<file path="src/rtl/ebalu_pkg.sv">
// Shared types and constants of the 8-bit CPU ALU pipeline.
package ebalu_pkg;

    localparam logic [4:0] CMD_ADD    = 5'd0;
    localparam logic [4:0] CMD_ADC    = 5'd1;
    localparam logic [4:0] CMD_SUB    = 5'd2;
    localparam logic [4:0] CMD_SBC    = 5'd3;
    localparam logic [4:0] CMD_AND    = 5'd4;
    localparam logic [4:0] CMD_OR     = 5'd5;
    localparam logic [4:0] CMD_XOR    = 5'd6;
    localparam logic [4:0] CMD_INC    = 5'd7;
    localparam logic [4:0] CMD_DEC    = 5'd8;
    localparam logic [4:0] CMD_DAA    = 5'd9;
    localparam logic [4:0] CMD_RLC    = 5'd10;
    localparam logic [4:0] CMD_RRC    = 5'd11;
    localparam logic [4:0] CMD_RL     = 5'd12;
    localparam logic [4:0] CMD_RR     = 5'd13;
    localparam logic [4:0] CMD_SLA    = 5'd14;
    localparam logic [4:0] CMD_SRA    = 5'd15;
    localparam logic [4:0] CMD_SWAP   = 5'd16;
    localparam logic [4:0] CMD_SRL    = 5'd17;
    localparam logic [4:0] CMD_BIT    = 5'd18;
    localparam logic [4:0] CMD_RES    = 5'd19;
    localparam logic [4:0] CMD_SET    = 5'd20;
    localparam logic [4:0] CMD_RLCA   = 5'd21;
    localparam logic [4:0] CMD_RRCA   = 5'd22;
    localparam logic [4:0] CMD_RLA    = 5'd23;
    localparam logic [4:0] CMD_RRA    = 5'd24;
    localparam logic [4:0] CMD_ADD16  = 5'd25;
    localparam logic [4:0] CMD_ADD16S = 5'd26;

    localparam int FLAG_Z = 3;
    localparam int FLAG_N = 2;
    localparam int FLAG_H = 1;
    localparam int FLAG_C = 0;

    localparam logic [7:0] DAA_LO_ADJ = 8'h06;
    localparam logic [7:0] DAA_HI_ADJ = 8'h60;
    localparam logic [7:0] DAA_HI_LIM = 8'h99;
    localparam logic [3:0] DAA_LO_LIM = 4'h9;

    typedef struct packed {
        logic [4:0]  command;
        logic [15:0] first_operand;
        logic [15:0] second_operand;
        logic [2:0]  bit_index;
        logic [3:0]  flags_in;
    } t_alu_in;

    typedef struct packed {
        logic [15:0] result;
        logic [3:0]  flags_out;
    } t_alu_out;

    typedef struct packed {
        logic [4:0]  cmd;
        logic [15:0] a;
        logic [7:0]  b;
        logic [15:0] op_b;
        logic        cy;
        logic [2:0]  bit_index;
        logic [3:0]  fin;
        logic        daa_c;
    } t_dec;

    typedef struct packed {
        logic [15:0] r;
        logic        z_calc;
        logic        z_val;
        logic        n;
        logic        h;
        logic        c;
    } t_exe;

endpackage

</file>
<file path="src/rtl/ebalu_dec.sv">
// Stage one: operand selection, carry-in and decimal-adjust correction.
module ebalu_dec (
    input  logic              i_clk,
    input  logic              i_rst_n,
    input  logic              i_valid,
    input  ebalu_pkg::t_alu_in i_item,
    output logic              o_valid,
    output ebalu_pkg::t_dec   o_dec
);

    logic            r_valid;
    ebalu_pkg::t_dec r_dec;
    ebalu_pkg::t_dec n_dec;
    logic [7:0]      a8;
    logic [7:0]      b8;
    logic            sub;
    logic            lo_adj;
    logic            hi_adj;
    logic [7:0]      corr;

    always_comb begin
        a8     = i_item.first_operand[7:0];
        b8     = i_item.second_operand[7:0];
        sub    = i_item.flags_in[ebalu_pkg::FLAG_N];
        lo_adj = i_item.flags_in[ebalu_pkg::FLAG_H] || (!sub && a8[3:0] > ebalu_pkg::DAA_LO_LIM);
        hi_adj = i_item.flags_in[ebalu_pkg::FLAG_C] || (!sub && a8 > ebalu_pkg::DAA_HI_LIM);
        corr   = (lo_adj ? ebalu_pkg::DAA_LO_ADJ : 8'h00) | (hi_adj ? ebalu_pkg::DAA_HI_ADJ : 8'h00);

        n_dec.cmd       = i_item.command;
        n_dec.a         = i_item.first_operand;
        n_dec.b         = b8;
        n_dec.bit_index = i_item.bit_index;
        n_dec.fin       = i_item.flags_in;
        n_dec.daa_c     = hi_adj;
        n_dec.op_b      = {8'h00, b8};
        n_dec.cy        = 1'b0;

        case (i_item.command)
            ebalu_pkg::CMD_ADC: begin
                n_dec.cy = i_item.flags_in[ebalu_pkg::FLAG_C];
            end
            ebalu_pkg::CMD_SUB: begin
                n_dec.op_b = {8'hFF, ~b8};
                n_dec.cy   = 1'b1;
            end
            ebalu_pkg::CMD_SBC: begin
                n_dec.op_b = {8'hFF, ~b8};
                n_dec.cy   = !i_item.flags_in[ebalu_pkg::FLAG_C];
            end
            ebalu_pkg::CMD_INC: begin
                n_dec.op_b = 16'h0001;
            end
            ebalu_pkg::CMD_DEC: begin
                n_dec.op_b = 16'hFFFE;
                n_dec.cy   = 1'b1;
            end
            ebalu_pkg::CMD_DAA: begin
                if (sub) begin
                    n_dec.op_b = {8'hFF, ~corr};
                    n_dec.cy   = 1'b1;
                end else begin
                    n_dec.op_b = {8'h00, corr};
                end
            end
            ebalu_pkg::CMD_ADD16: begin
                n_dec.op_b = i_item.second_operand;
            end
            ebalu_pkg::CMD_ADD16S: begin
                n_dec.op_b = {{8{b8[7]}}, b8};
            end
            default: begin
            end
        endcase
    end

    always_ff @(posedge i_clk) begin
        if (!i_rst_n) begin
            r_valid <= 1'b0;
        end else begin
            r_valid <= i_valid;
        end
    end

    always_ff @(posedge i_clk) begin
        r_dec <= n_dec;
    end

    assign o_valid = r_valid;
    assign o_dec   = r_dec;

endmodule

</file>
<file path="src/rtl/ebalu_exe.sv">
// Stage two: segmented adder, logic, shift and bit operations with partial flags.
module ebalu_exe (
    input  logic            i_clk,
    input  logic            i_rst_n,
    input  logic            i_valid,
    input  ebalu_pkg::t_dec i_dec,
    output logic            o_valid,
    output ebalu_pkg::t_exe o_exe
);

    logic            r_valid;
    ebalu_pkg::t_exe r_exe;
    ebalu_pkg::t_exe n_exe;
    logic [4:0]      s5;
    logic [8:0]      s9;
    logic [12:0]     s13;
    logic [16:0]     s17;
    logic [7:0]      a8;
    logic            cin;

    always_comb begin
        a8  = i_dec.a[7:0];
        cin = i_dec.fin[ebalu_pkg::FLAG_C];
        s5  = {1'b0, i_dec.a[3:0]} + {1'b0, i_dec.op_b[3:0]} + {4'd0, i_dec.cy};
        s9  = {1'b0, i_dec.a[7:0]} + {1'b0, i_dec.op_b[7:0]} + {8'd0, i_dec.cy};
        s13 = {1'b0, i_dec.a[11:0]} + {1'b0, i_dec.op_b[11:0]} + {12'd0, i_dec.cy};
        s17 = {1'b0, i_dec.a} + {1'b0, i_dec.op_b} + {16'd0, i_dec.cy};

        n_exe.r      = {8'h00, s17[7:0]};
        n_exe.z_calc = 1'b1;
        n_exe.z_val  = 1'b0;
        n_exe.n      = 1'b0;
        n_exe.h      = 1'b0;
        n_exe.c      = 1'b0;

        case (i_dec.cmd)
            ebalu_pkg::CMD_ADD, ebalu_pkg::CMD_ADC: begin
                n_exe.h = s5[4];
                n_exe.c = s9[8];
            end
            ebalu_pkg::CMD_SUB, ebalu_pkg::CMD_SBC: begin
                n_exe.n = 1'b1;
                n_exe.h = !s5[4];
                n_exe.c = !s9[8];
            end
            ebalu_pkg::CMD_AND: begin
                n_exe.r = {8'h00, a8 & i_dec.b};
                n_exe.h = 1'b1;
            end
            ebalu_pkg::CMD_OR: begin
                n_exe.r = {8'h00, a8 | i_dec.b};
            end
            ebalu_pkg::CMD_XOR: begin
                n_exe.r = {8'h00, a8 ^ i_dec.b};
            end
            ebalu_pkg::CMD_INC: begin
                n_exe.h = s5[4];
                n_exe.c = cin;
            end
            ebalu_pkg::CMD_DEC: begin
                n_exe.n = 1'b1;
                n_exe.h = !s5[4];
                n_exe.c = cin;
            end
            ebalu_pkg::CMD_DAA: begin
                n_exe.n = i_dec.fin[ebalu_pkg::FLAG_N];
                n_exe.c = i_dec.daa_c;
            end
            ebalu_pkg::CMD_RLC, ebalu_pkg::CMD_RLCA: begin
                n_exe.r = {8'h00, a8[6:0], a8[7]};
                n_exe.c = a8[7];
            end
            ebalu_pkg::CMD_RRC, ebalu_pkg::CMD_RRCA: begin
                n_exe.r = {8'h00, a8[0], a8[7:1]};
                n_exe.c = a8[0];
            end
            ebalu_pkg::CMD_RL, ebalu_pkg::CMD_RLA: begin
                n_exe.r = {8'h00, a8[6:0], cin};
                n_exe.c = a8[7];
            end
            ebalu_pkg::CMD_RR, ebalu_pkg::CMD_RRA: begin
                n_exe.r = {8'h00, cin, a8[7:1]};
                n_exe.c = a8[0];
            end
            ebalu_pkg::CMD_SLA: begin
                n_exe.r = {8'h00, a8[6:0], 1'b0};
                n_exe.c = a8[7];
            end
            ebalu_pkg::CMD_SRA: begin
                n_exe.r = {8'h00, a8[7], a8[7:1]};
                n_exe.c = a8[0];
            end
            ebalu_pkg::CMD_SWAP: begin
                n_exe.r = {8'h00, a8[3:0], a8[7:4]};
            end
            ebalu_pkg::CMD_SRL: begin
                n_exe.r = {8'h00, 1'b0, a8[7:1]};
                n_exe.c = a8[0];
            end
            ebalu_pkg::CMD_BIT: begin
                n_exe.r      = {8'h00, a8};
                n_exe.z_calc = 1'b0;
                n_exe.z_val  = !a8[i_dec.bit_index];
                n_exe.h      = 1'b1;
                n_exe.c      = cin;
            end
            ebalu_pkg::CMD_RES, ebalu_pkg::CMD_SET: begin
                if (i_dec.cmd == ebalu_pkg::CMD_SET) begin
                    n_exe.r = {8'h00, a8 | (8'd1 << i_dec.bit_index)};
                end else begin
                    n_exe.r = {8'h00, a8 & ~(8'd1 << i_dec.bit_index)};
                end
                n_exe.z_calc = 1'b0;
                n_exe.z_val  = i_dec.fin[ebalu_pkg::FLAG_Z];
                n_exe.n      = i_dec.fin[ebalu_pkg::FLAG_N];
                n_exe.h      = i_dec.fin[ebalu_pkg::FLAG_H];
                n_exe.c      = cin;
            end
            ebalu_pkg::CMD_ADD16: begin
                n_exe.r      = s17[15:0];
                n_exe.z_calc = 1'b0;
                n_exe.z_val  = i_dec.fin[ebalu_pkg::FLAG_Z];
                n_exe.h      = s13[12];
                n_exe.c      = s17[16];
            end
            ebalu_pkg::CMD_ADD16S: begin
                n_exe.r      = s17[15:0];
                n_exe.z_calc = 1'b0;
                n_exe.h      = s5[4];
                n_exe.c      = s9[8];
            end
            default: begin
                n_exe.r      = i_dec.a;
                n_exe.z_calc = 1'b0;
                n_exe.z_val  = i_dec.fin[ebalu_pkg::FLAG_Z];
                n_exe.n      = i_dec.fin[ebalu_pkg::FLAG_N];
                n_exe.h      = i_dec.fin[ebalu_pkg::FLAG_H];
                n_exe.c      = cin;
            end
        endcase

        if (i_dec.cmd inside {[ebalu_pkg::CMD_RLCA : ebalu_pkg::CMD_RRA]}) begin
            n_exe.z_calc = 1'b0;
            n_exe.z_val  = 1'b0;
        end
    end

    always_ff @(posedge i_clk) begin
        if (!i_rst_n) begin
            r_valid <= 1'b0;
        end else begin
            r_valid <= i_valid;
        end
    end

    always_ff @(posedge i_clk) begin
        r_exe <= n_exe;
    end

    assign o_valid = r_valid;
    assign o_exe   = r_exe;

endmodule

</file>
<file path="src/rtl/ebalu_flg.sv">
// Stage three: zero detection, final flag assembly and the output register.
module ebalu_flg (
    input  logic               i_clk,
    input  logic               i_rst_n,
    input  logic               i_valid,
    input  ebalu_pkg::t_exe    i_exe,
    output logic               o_valid,
    output ebalu_pkg::t_alu_out o_result
);

    logic                r_valid;
    ebalu_pkg::t_alu_out r_out;
    ebalu_pkg::t_alu_out n_out;
    logic                z;

    always_comb begin
        z               = i_exe.z_calc ? (i_exe.r[7:0] == 8'h00) : i_exe.z_val;
        n_out.result    = i_exe.r;
        n_out.flags_out = {z, i_exe.n, i_exe.h, i_exe.c};
    end

    always_ff @(posedge i_clk) begin
        if (!i_rst_n) begin
            r_valid <= 1'b0;
        end else begin
            r_valid <= i_valid;
        end
    end

    always_ff @(posedge i_clk) begin
        r_out <= n_out;
    end

    assign o_valid  = r_valid;
    assign o_result = r_out;

endmodule

</file>
<file path="src/rtl/eight_bit_cpu_alu_with_flags.sv">
// Top level of the 8-bit CPU ALU with flags, a three-stage pipeline.
// A transaction taken with start passes the dec, exe and flg stage registers to o_result.
// Throughput: one transaction per cycle; busy stays low, so start is always taken.
// The result strobe o_valid lasts one cycle and the receiver cannot stall it.
// Synchronous active-low reset clears the stage valid bits only.
module eight_bit_cpu_alu_with_flags (
    input  logic                i_clk,
    input  logic                i_rst_n,
    input  logic                start,
    output logic                busy,
    input  ebalu_pkg::t_alu_in  i_item,
    output logic                o_valid,
    output ebalu_pkg::t_alu_out o_result
);

    logic            dec_valid;
    ebalu_pkg::t_dec dec;
    logic            exe_valid;
    ebalu_pkg::t_exe exe;

    assign busy = 1'b0;

    ebalu_dec u_dec (
        .i_clk   (i_clk),
        .i_rst_n (i_rst_n),
        .i_valid (start && !busy),
        .i_item  (i_item),
        .o_valid (dec_valid),
        .o_dec   (dec)
    );

    ebalu_exe u_exe (
        .i_clk   (i_clk),
        .i_rst_n (i_rst_n),
        .i_valid (dec_valid),
        .i_dec   (dec),
        .o_valid (exe_valid),
        .o_exe   (exe)
    );

    ebalu_flg u_flg (
        .i_clk    (i_clk),
        .i_rst_n  (i_rst_n),
        .i_valid  (exe_valid),
        .i_exe    (exe),
        .o_valid  (o_valid),
        .o_result (o_result)
    );

    a_valid_origin: assert property (@(posedge i_clk) disable iff (!i_rst_n)
        o_valid |-> $past(start, 3))
        else $error("Result strobe without a matching start.");

    a_valid_delivered: assert property (@(posedge i_clk) disable iff (!i_rst_n)
        start ##1 i_rst_n ##1 i_rst_n |=> o_valid)
        else $error("Accepted transaction was not delivered.");

    a_set_bit: assert property (@(posedge i_clk) disable iff (!i_rst_n)
        o_valid && $past(i_item.command, 3) == ebalu_pkg::CMD_SET
        |-> o_result.result[$past(i_item.bit_index, 3)] && o_result.result[15:8] == 8'h00)
        else $error("Bit set result is wrong.");

    a_acc_rot_zero: assert property (@(posedge i_clk) disable iff (!i_rst_n)
        o_valid && ($past(i_item.command, 3) == ebalu_pkg::CMD_RLCA
            || $past(i_item.command, 3) == ebalu_pkg::CMD_RRCA
            || $past(i_item.command, 3) == ebalu_pkg::CMD_RLA
            || $past(i_item.command, 3) == ebalu_pkg::CMD_RRA)
        |-> !o_result.flags_out[ebalu_pkg::FLAG_Z])
        else $error("Accumulator rotate left the zero flag set.");

endmodule
</file>
<file path="config.mk">
export PLATFORM = sky130hd
export DESIGN_NAME = eight_bit_cpu_alu_with_flags
export DESIGN_NICKNAME = d
export VERILOG_FILES = /design/src/rtl/ebalu_pkg.sv /design/src/rtl/ebalu_dec.sv /design/src/rtl/ebalu_exe.sv /design/src/rtl/ebalu_flg.sv /design/src/rtl/eight_bit_cpu_alu_with_flags.sv
export SDC_FILE = /design/constraint.sdc
export NUM_CORES = 1
export LEC_CHECK = 0
export BUFFER_PORTS_ARGS = -buffer_cell sky130_fd_sc_hd__buf_2
export CAP_MARGIN = 15
export CELL_PAD_IN_SITES_DETAIL_PLACEMENT = 1
export CELL_PAD_IN_SITES_GLOBAL_PLACEMENT = 2
export CORE_MARGIN = 8
export CORE_UTILIZATION = 38
export DETAILED_ROUTE_END_ITERATION = 8
export HOLD_SLACK_MARGIN = 0.06
export PLACE_DENSITY_LB_ADDON = 0.1
export SETUP_SLACK_MARGIN = 0.15
export SYNTH_ARGS = -nofsm -noshare
export SYNTH_HDL_FRONTEND = slang
export SYNTH_SLANG_ARGS = --single-unit
</file>
<file path="constraint.sdc">
create_clock -name i_clk -period 7.27 [get_ports i_clk]
set_clock_uncertainty 0.15 [all_clocks]
set_input_delay 0.3635 -clock i_clk [delete_from_list [all_inputs] [get_ports i_clk]]
set_output_delay 0.3635 -clock i_clk [all_outputs]
set_load 0.01 [all_outputs]
</file>
**Word level (Yosys, flattened, before mapping)**

Index checks and enable logic that the tools add are counted.

- Input bits: 47
- Register bits: 98
- Output and inout bits: 22

- Eq/ne operators: 34
- Bitwise logic cells: 9
- Magnitude comparators: 5
- Shifts and indexed selects: 1
- Add/sub/neg operators: 8
- Muxes and demuxes: 16
- Reductions and logical operators: 33

Operators by type and width:

| operator | count |
|---|---|
| case mux 16 bit (15 select lines) | 1 |
| case mux 16 bit (6 select lines) | 1 |
| == test 5 bit (second input constant) | 13 |
| == test 5 x 4 -> 1 bit (second input constant) | 10 |
| == test 5 x 3 -> 1 bit (second input constant) | 5 |
| inverter 8 bit | 3 |
| OR 8 bit | 3 |
| OR reduction 23 bit | 1 |
| OR reduction 22 bit | 1 |
| OR reduction 21 bit | 1 |
| == test 5 x 2 -> 1 bit (second input constant) | 4 |
| OR reduction 2 bit | 10 |
| adder 16 x 16 -> 17 bit | 1 |
| adder 17 x 1 -> 17 bit | 1 |
| AND 8 bit | 2 |
| 2-to-1 mux 16 bit | 1 |
| OR reduction 15 bit | 1 |
| adder 12 x 12 -> 13 bit | 1 |
| adder 13 x 1 -> 13 bit | 1 |
| == test 5 x 1 -> 1 bit (second input constant) | 2 |
| adder 8 x 8 -> 9 bit | 1 |
| adder 9 x 1 -> 9 bit | 1 |
| > comparator 8 bit (second input constant) | 1 |
| zero test 8 bit | 1 |
| other kinds (26) | 39 |

**Longest topological paths before layout**

- Depth in word-level cells: 8
- Gate-level depth with buffers: 9
- Depth with buffers taken out: 9

**Hierarchy**

Synthesis repeated with hierarchy kept, for this count alone.

- Cell total of the unflattened synthesis: 559
- Area, all modules: 5089.9 µm²

By module, submodules not included:

| module | times used | cells an instance | area an instance (µm²) |
|---|---|---|---|
| ebalu_exe | 1 | 403 | 3000.4 |
| ebalu_dec | 1 | 127 | 1614.0 |
| ebalu_flg | 1 | 27 | 464.2 |
| eight_bit_cpu_alu_with_flags | 1 | 2 | 11.3 |

**Worst setup path after synthesis**

Ideal clock, no wire load.

- Path type: reg2reg
- Start: reg u_dec.r_dec, in the netlist u_dec.o_dec[34]
- End: reg u_exe.r_exe, in the netlist u_exe.o_exe[0]
- Arrival: 2.288 ns
- Buffers on the path: 1
- Slack: 4.769 ns
- Cell stages (with the launch flop): 10
- Library setup time: 0.062 ns
- Period minus slack after synthesis: 2.501 ns
- Data required time: 7.058 ns
- Path through: dfxtp_1 -> clkbuf_1 -> inv_1 -> fa_1 -> nand2b_1 -> a211oi_2 -> o31a_1 -> o41ai_4 -> or3_1 -> nand3_1

RTL lines:

| item | line | RTL |
|---|---|---|
| from (decl) | ebalu_dec.sv:12 | `ebalu_pkg::t_dec r_dec;` |
| from (signal assigned) | ebalu_dec.sv:85 | `r_dec <= n_dec;` |
| to (signal assigned) | ebalu_exe.sv:157 | `r_exe <= n_exe;` |
| to (decl) | ebalu_exe.sv:12 | `ebalu_pkg::t_exe r_exe;` |

==> results_dict.tcl <==
set metrics [dict create \
    status "complete, no violations" \
    finalCritPeriodShare_pct 40.9 \
    drc 0 \
    viasPerCell 5.55 \
    pin_count 69 \
    fp.dieH_um 131 \
    yosys.area_share.simple_pct 16.8 \
    worstSkewPairLatency_ns 0.36 \
    synth_mux_area_share_pct 1.69 \
    finalNetCount 736 \
    wl_per_cell_um 19.9 \
    arrival_ns 3.12 \
    min_path_cells 2 \
    core_area_um2 13100 \
    crit_path_start_kind "flip-flop" \
    cts.sinks 98 \
    grt_pass1_vias 4843 \
    synth_edf_count 0 \
    synth_compound_area_share_pct 26.5 \
    cts_max_path_buffers 2 \
    drt_iter0_drc 261 \
    maxCapViolations 0 \
    period_needed_ns 2.97 \
    ir_worst_vdd_v 0.000173 \
    vias 4645 \
    syn_inst 557 \
    cts_resized 0 \
    hp-class "primary input to flip-flop" \
    start_util_pct 38.6 \
    die_area_um2 17200 \
    grt_start_max_net_pins 40 \
    ant_nets 0 \
    placed_cell_area_um2 5470 \
    final_area_um2 6230 \
    synthDistinctLibCells 77 \
    worst_path_max_delay_cell "dfxtp_1" \
    cpMostUsedCell "fa_1" \
    netlist_top_cells_count "98 x dfxtp_1, 45 x nand2_1, 42 x nor2_1" \
    cp.depth 9 \
    ys_warn_count 0 \
    cp-end-kind "flip-flop" \
    slowest_delay_ns 0.59 \
    rows 42 \
    yosysTopAreaCell "dfxtp_1" \
    ys_seq_area_share_pct 38.9 \
    syn-num-nets 637 \
    rsz0062_at_grt "no" \
    die-width_um 131 \
    grt_usage_pct 19.4 \
    power.density_nw_per_um2 220 \
    cts_max_level 3 \
    cts_root_buf "clkbuf_16" \
    syn_to_final_growth_pct 23.4 \
    synth_top_family_by_area "compound AO/OA/AOI/OAI gates" \
    synthTopCellsByArea "dfxtp_1 39%, ha_1 7.7%, o21ai_0 3.9%, nand2_1 3.3%, nor2_1 3.1%" \
    drv_slew 0 \
    cts_tree "done" \
    synth.top_cell.area_share_pct 38.9 \
    syn_avg_cell_area_um2 9.06 \
    drive_gt1_share_pct 16.6 \
    grt-ovfl-total 0 \
    relSlewSlack_pct 30.6 \
    drtPass1Iterations 5 \
    syn_area_um2 5040 \
    numPortBuffers 67 \
    dominantRegCellSynth "dfxtp_1" \
    totalWireLength_um 16700 \
    worstMarginPinSlew_ns 1.04 \
    place_hpwl_um 12600 \
    max_freq_mhz 337 \
    hold_viol 0 \
    antenna_found_initial 0 \
    power.leakage_uw 0.00276 \
    critPathMaxFanout 13 \
    setup_tns_ns 0 \
    grt_pass1_wl_um 26600 \
    cpLargestDelayFamily "adder cells" \
    synth_fa_ha_area_share_pct 8.48 \
    r2r_cells 9 \
    synth_seq_cells 98 \
    gp_congestion 0.869 \
    worstPathRequired_ns 7.42 \
    critPathKind "flip-flop to flip-flop" \
    postSynth.asyncResetShare_pct 0 \
    antenna_cells 0 \
    cts_buffers 9 \
    synth_xor_area_share_pct 2.26 \
    finalSetupViolCount 0 \
    crit_chain "fa_1 > inv_1 > fa_1 > nand2b_1 > a211oi_2 > o31a_1 > o41ai_4 > or3_1 > nand3_1" \
    yosysMostFrequentCell "dfxtp_1" \
    critical_path_buf_inv_count 1 \
    cts.clk_slew.worst_paths_ns 0.06 \
]
[power breakdown]
part	internal (uW)	switching [uW]	leakage, uW
Clock	285	200	0.000145
Sequential	585	32.1	0.000819
Combinational	118	150	0.00180
Total	988	382	0.00276
[metal layers]
layer	up-vias	share of wire, %	global-route usage [%]
met5	-	0	0
met4	0	2.0	7.17
met3	25	5.5	5.87
met2	130	47	31.0
met1	2248	46	24.2
li1	2242	-	-
[area by class of cell]
class                           count  area, um2
Fill cell                        1522       6860
Multi-Input combinational cell    403       2810
Sequential cell                    98       1960
Timing Repair Buffer              117        823
Clock buffer                       12        256
Tap cell                          176        220
Inverter                           27        101
Clock inverter                      4       50.0
[state kept, by name, indices dropped and copies added, names as in the netlist]
register and cells:
u_exe.o_valid 1, u_exe.o_exe 21, u_dec.o_valid 1, u_dec.o_dec 54, u_flg.o_result 20, u_flg.o_valid 1
[through the flow]
step	setup WS, ns	utilization, %	power, uW	hold WS [ns]	cells
finish	4.30	47.6	1370	0.0896	837
global route	4.14	47.6	1440	0.0833	837
CTS	4.30	47.6	1380	0.0778	837
detailed placement	4.32	41.8	877	0.164	776
global placement	4.40	41.8	870	0.160	776
floorplan	4.77	-	784	0.160	557
[repair_timing]
action | 4_1_cts | 5_1_grt
setup buffers | 0 | 0
hold buffers | 45 | 0
endpoints found under the hold margin | 45 | 0
[cell families (layout without fill, tap and decap cells)]
logic type | Yosys count | in the layout
compound gates | 185 | 185
simple gates | 165 | 165
flops | 98 | 98
buf+inv | 56 | 160
fa+ha+maj | 33 | 33
xor+xnor | 13 | 13
mux | 6 | 6
other cells | 1 | 1
[path summary, 6_finish.rpt]
path                           start                          to  slack (ns)
max          u_dec.o_dec[33]$_DFF_P_      u_exe.o_exe[0]$_DFF_P_        4.30
max reg2reg  u_dec.o_dec[33]$_DFF_P_      u_exe.o_exe[0]$_DFF_P_        4.30
min                          i_rst_n    u_dec.o_valid$_SDFF_PN0_        0.09
min reg2reg  u_exe.o_exe[15]$_DFF_P_  u_flg.o_result[14]$_DFF_P_        0.18
[layout by cell type (no fill, tap or decap), types with 5 or more instances in the layout]
cell type and count:
dfxtp_1 98, buf_2 67, nand2_1 45, dlygate4sd3_1 45, nor2_1 42, o21ai_0 39
a21oi_1 31, ha_1 31, inv_1 27, a21o_1 14, nor3_1 11, nand2b_1 9
clkbuf_16 9, a211o_1 8, a22oi_1 7, a211oi_1 7, xor2_1 7, xnor2_1 6
or2_2 6, a22o_1 6, nor2b_1 6, nor3b_1 6, and2_1 6, or3_1 5
and3_1 5, o2111ai_1 5, nand3_1 5, buf_4 5
Power figures use the tool's default switching activity.
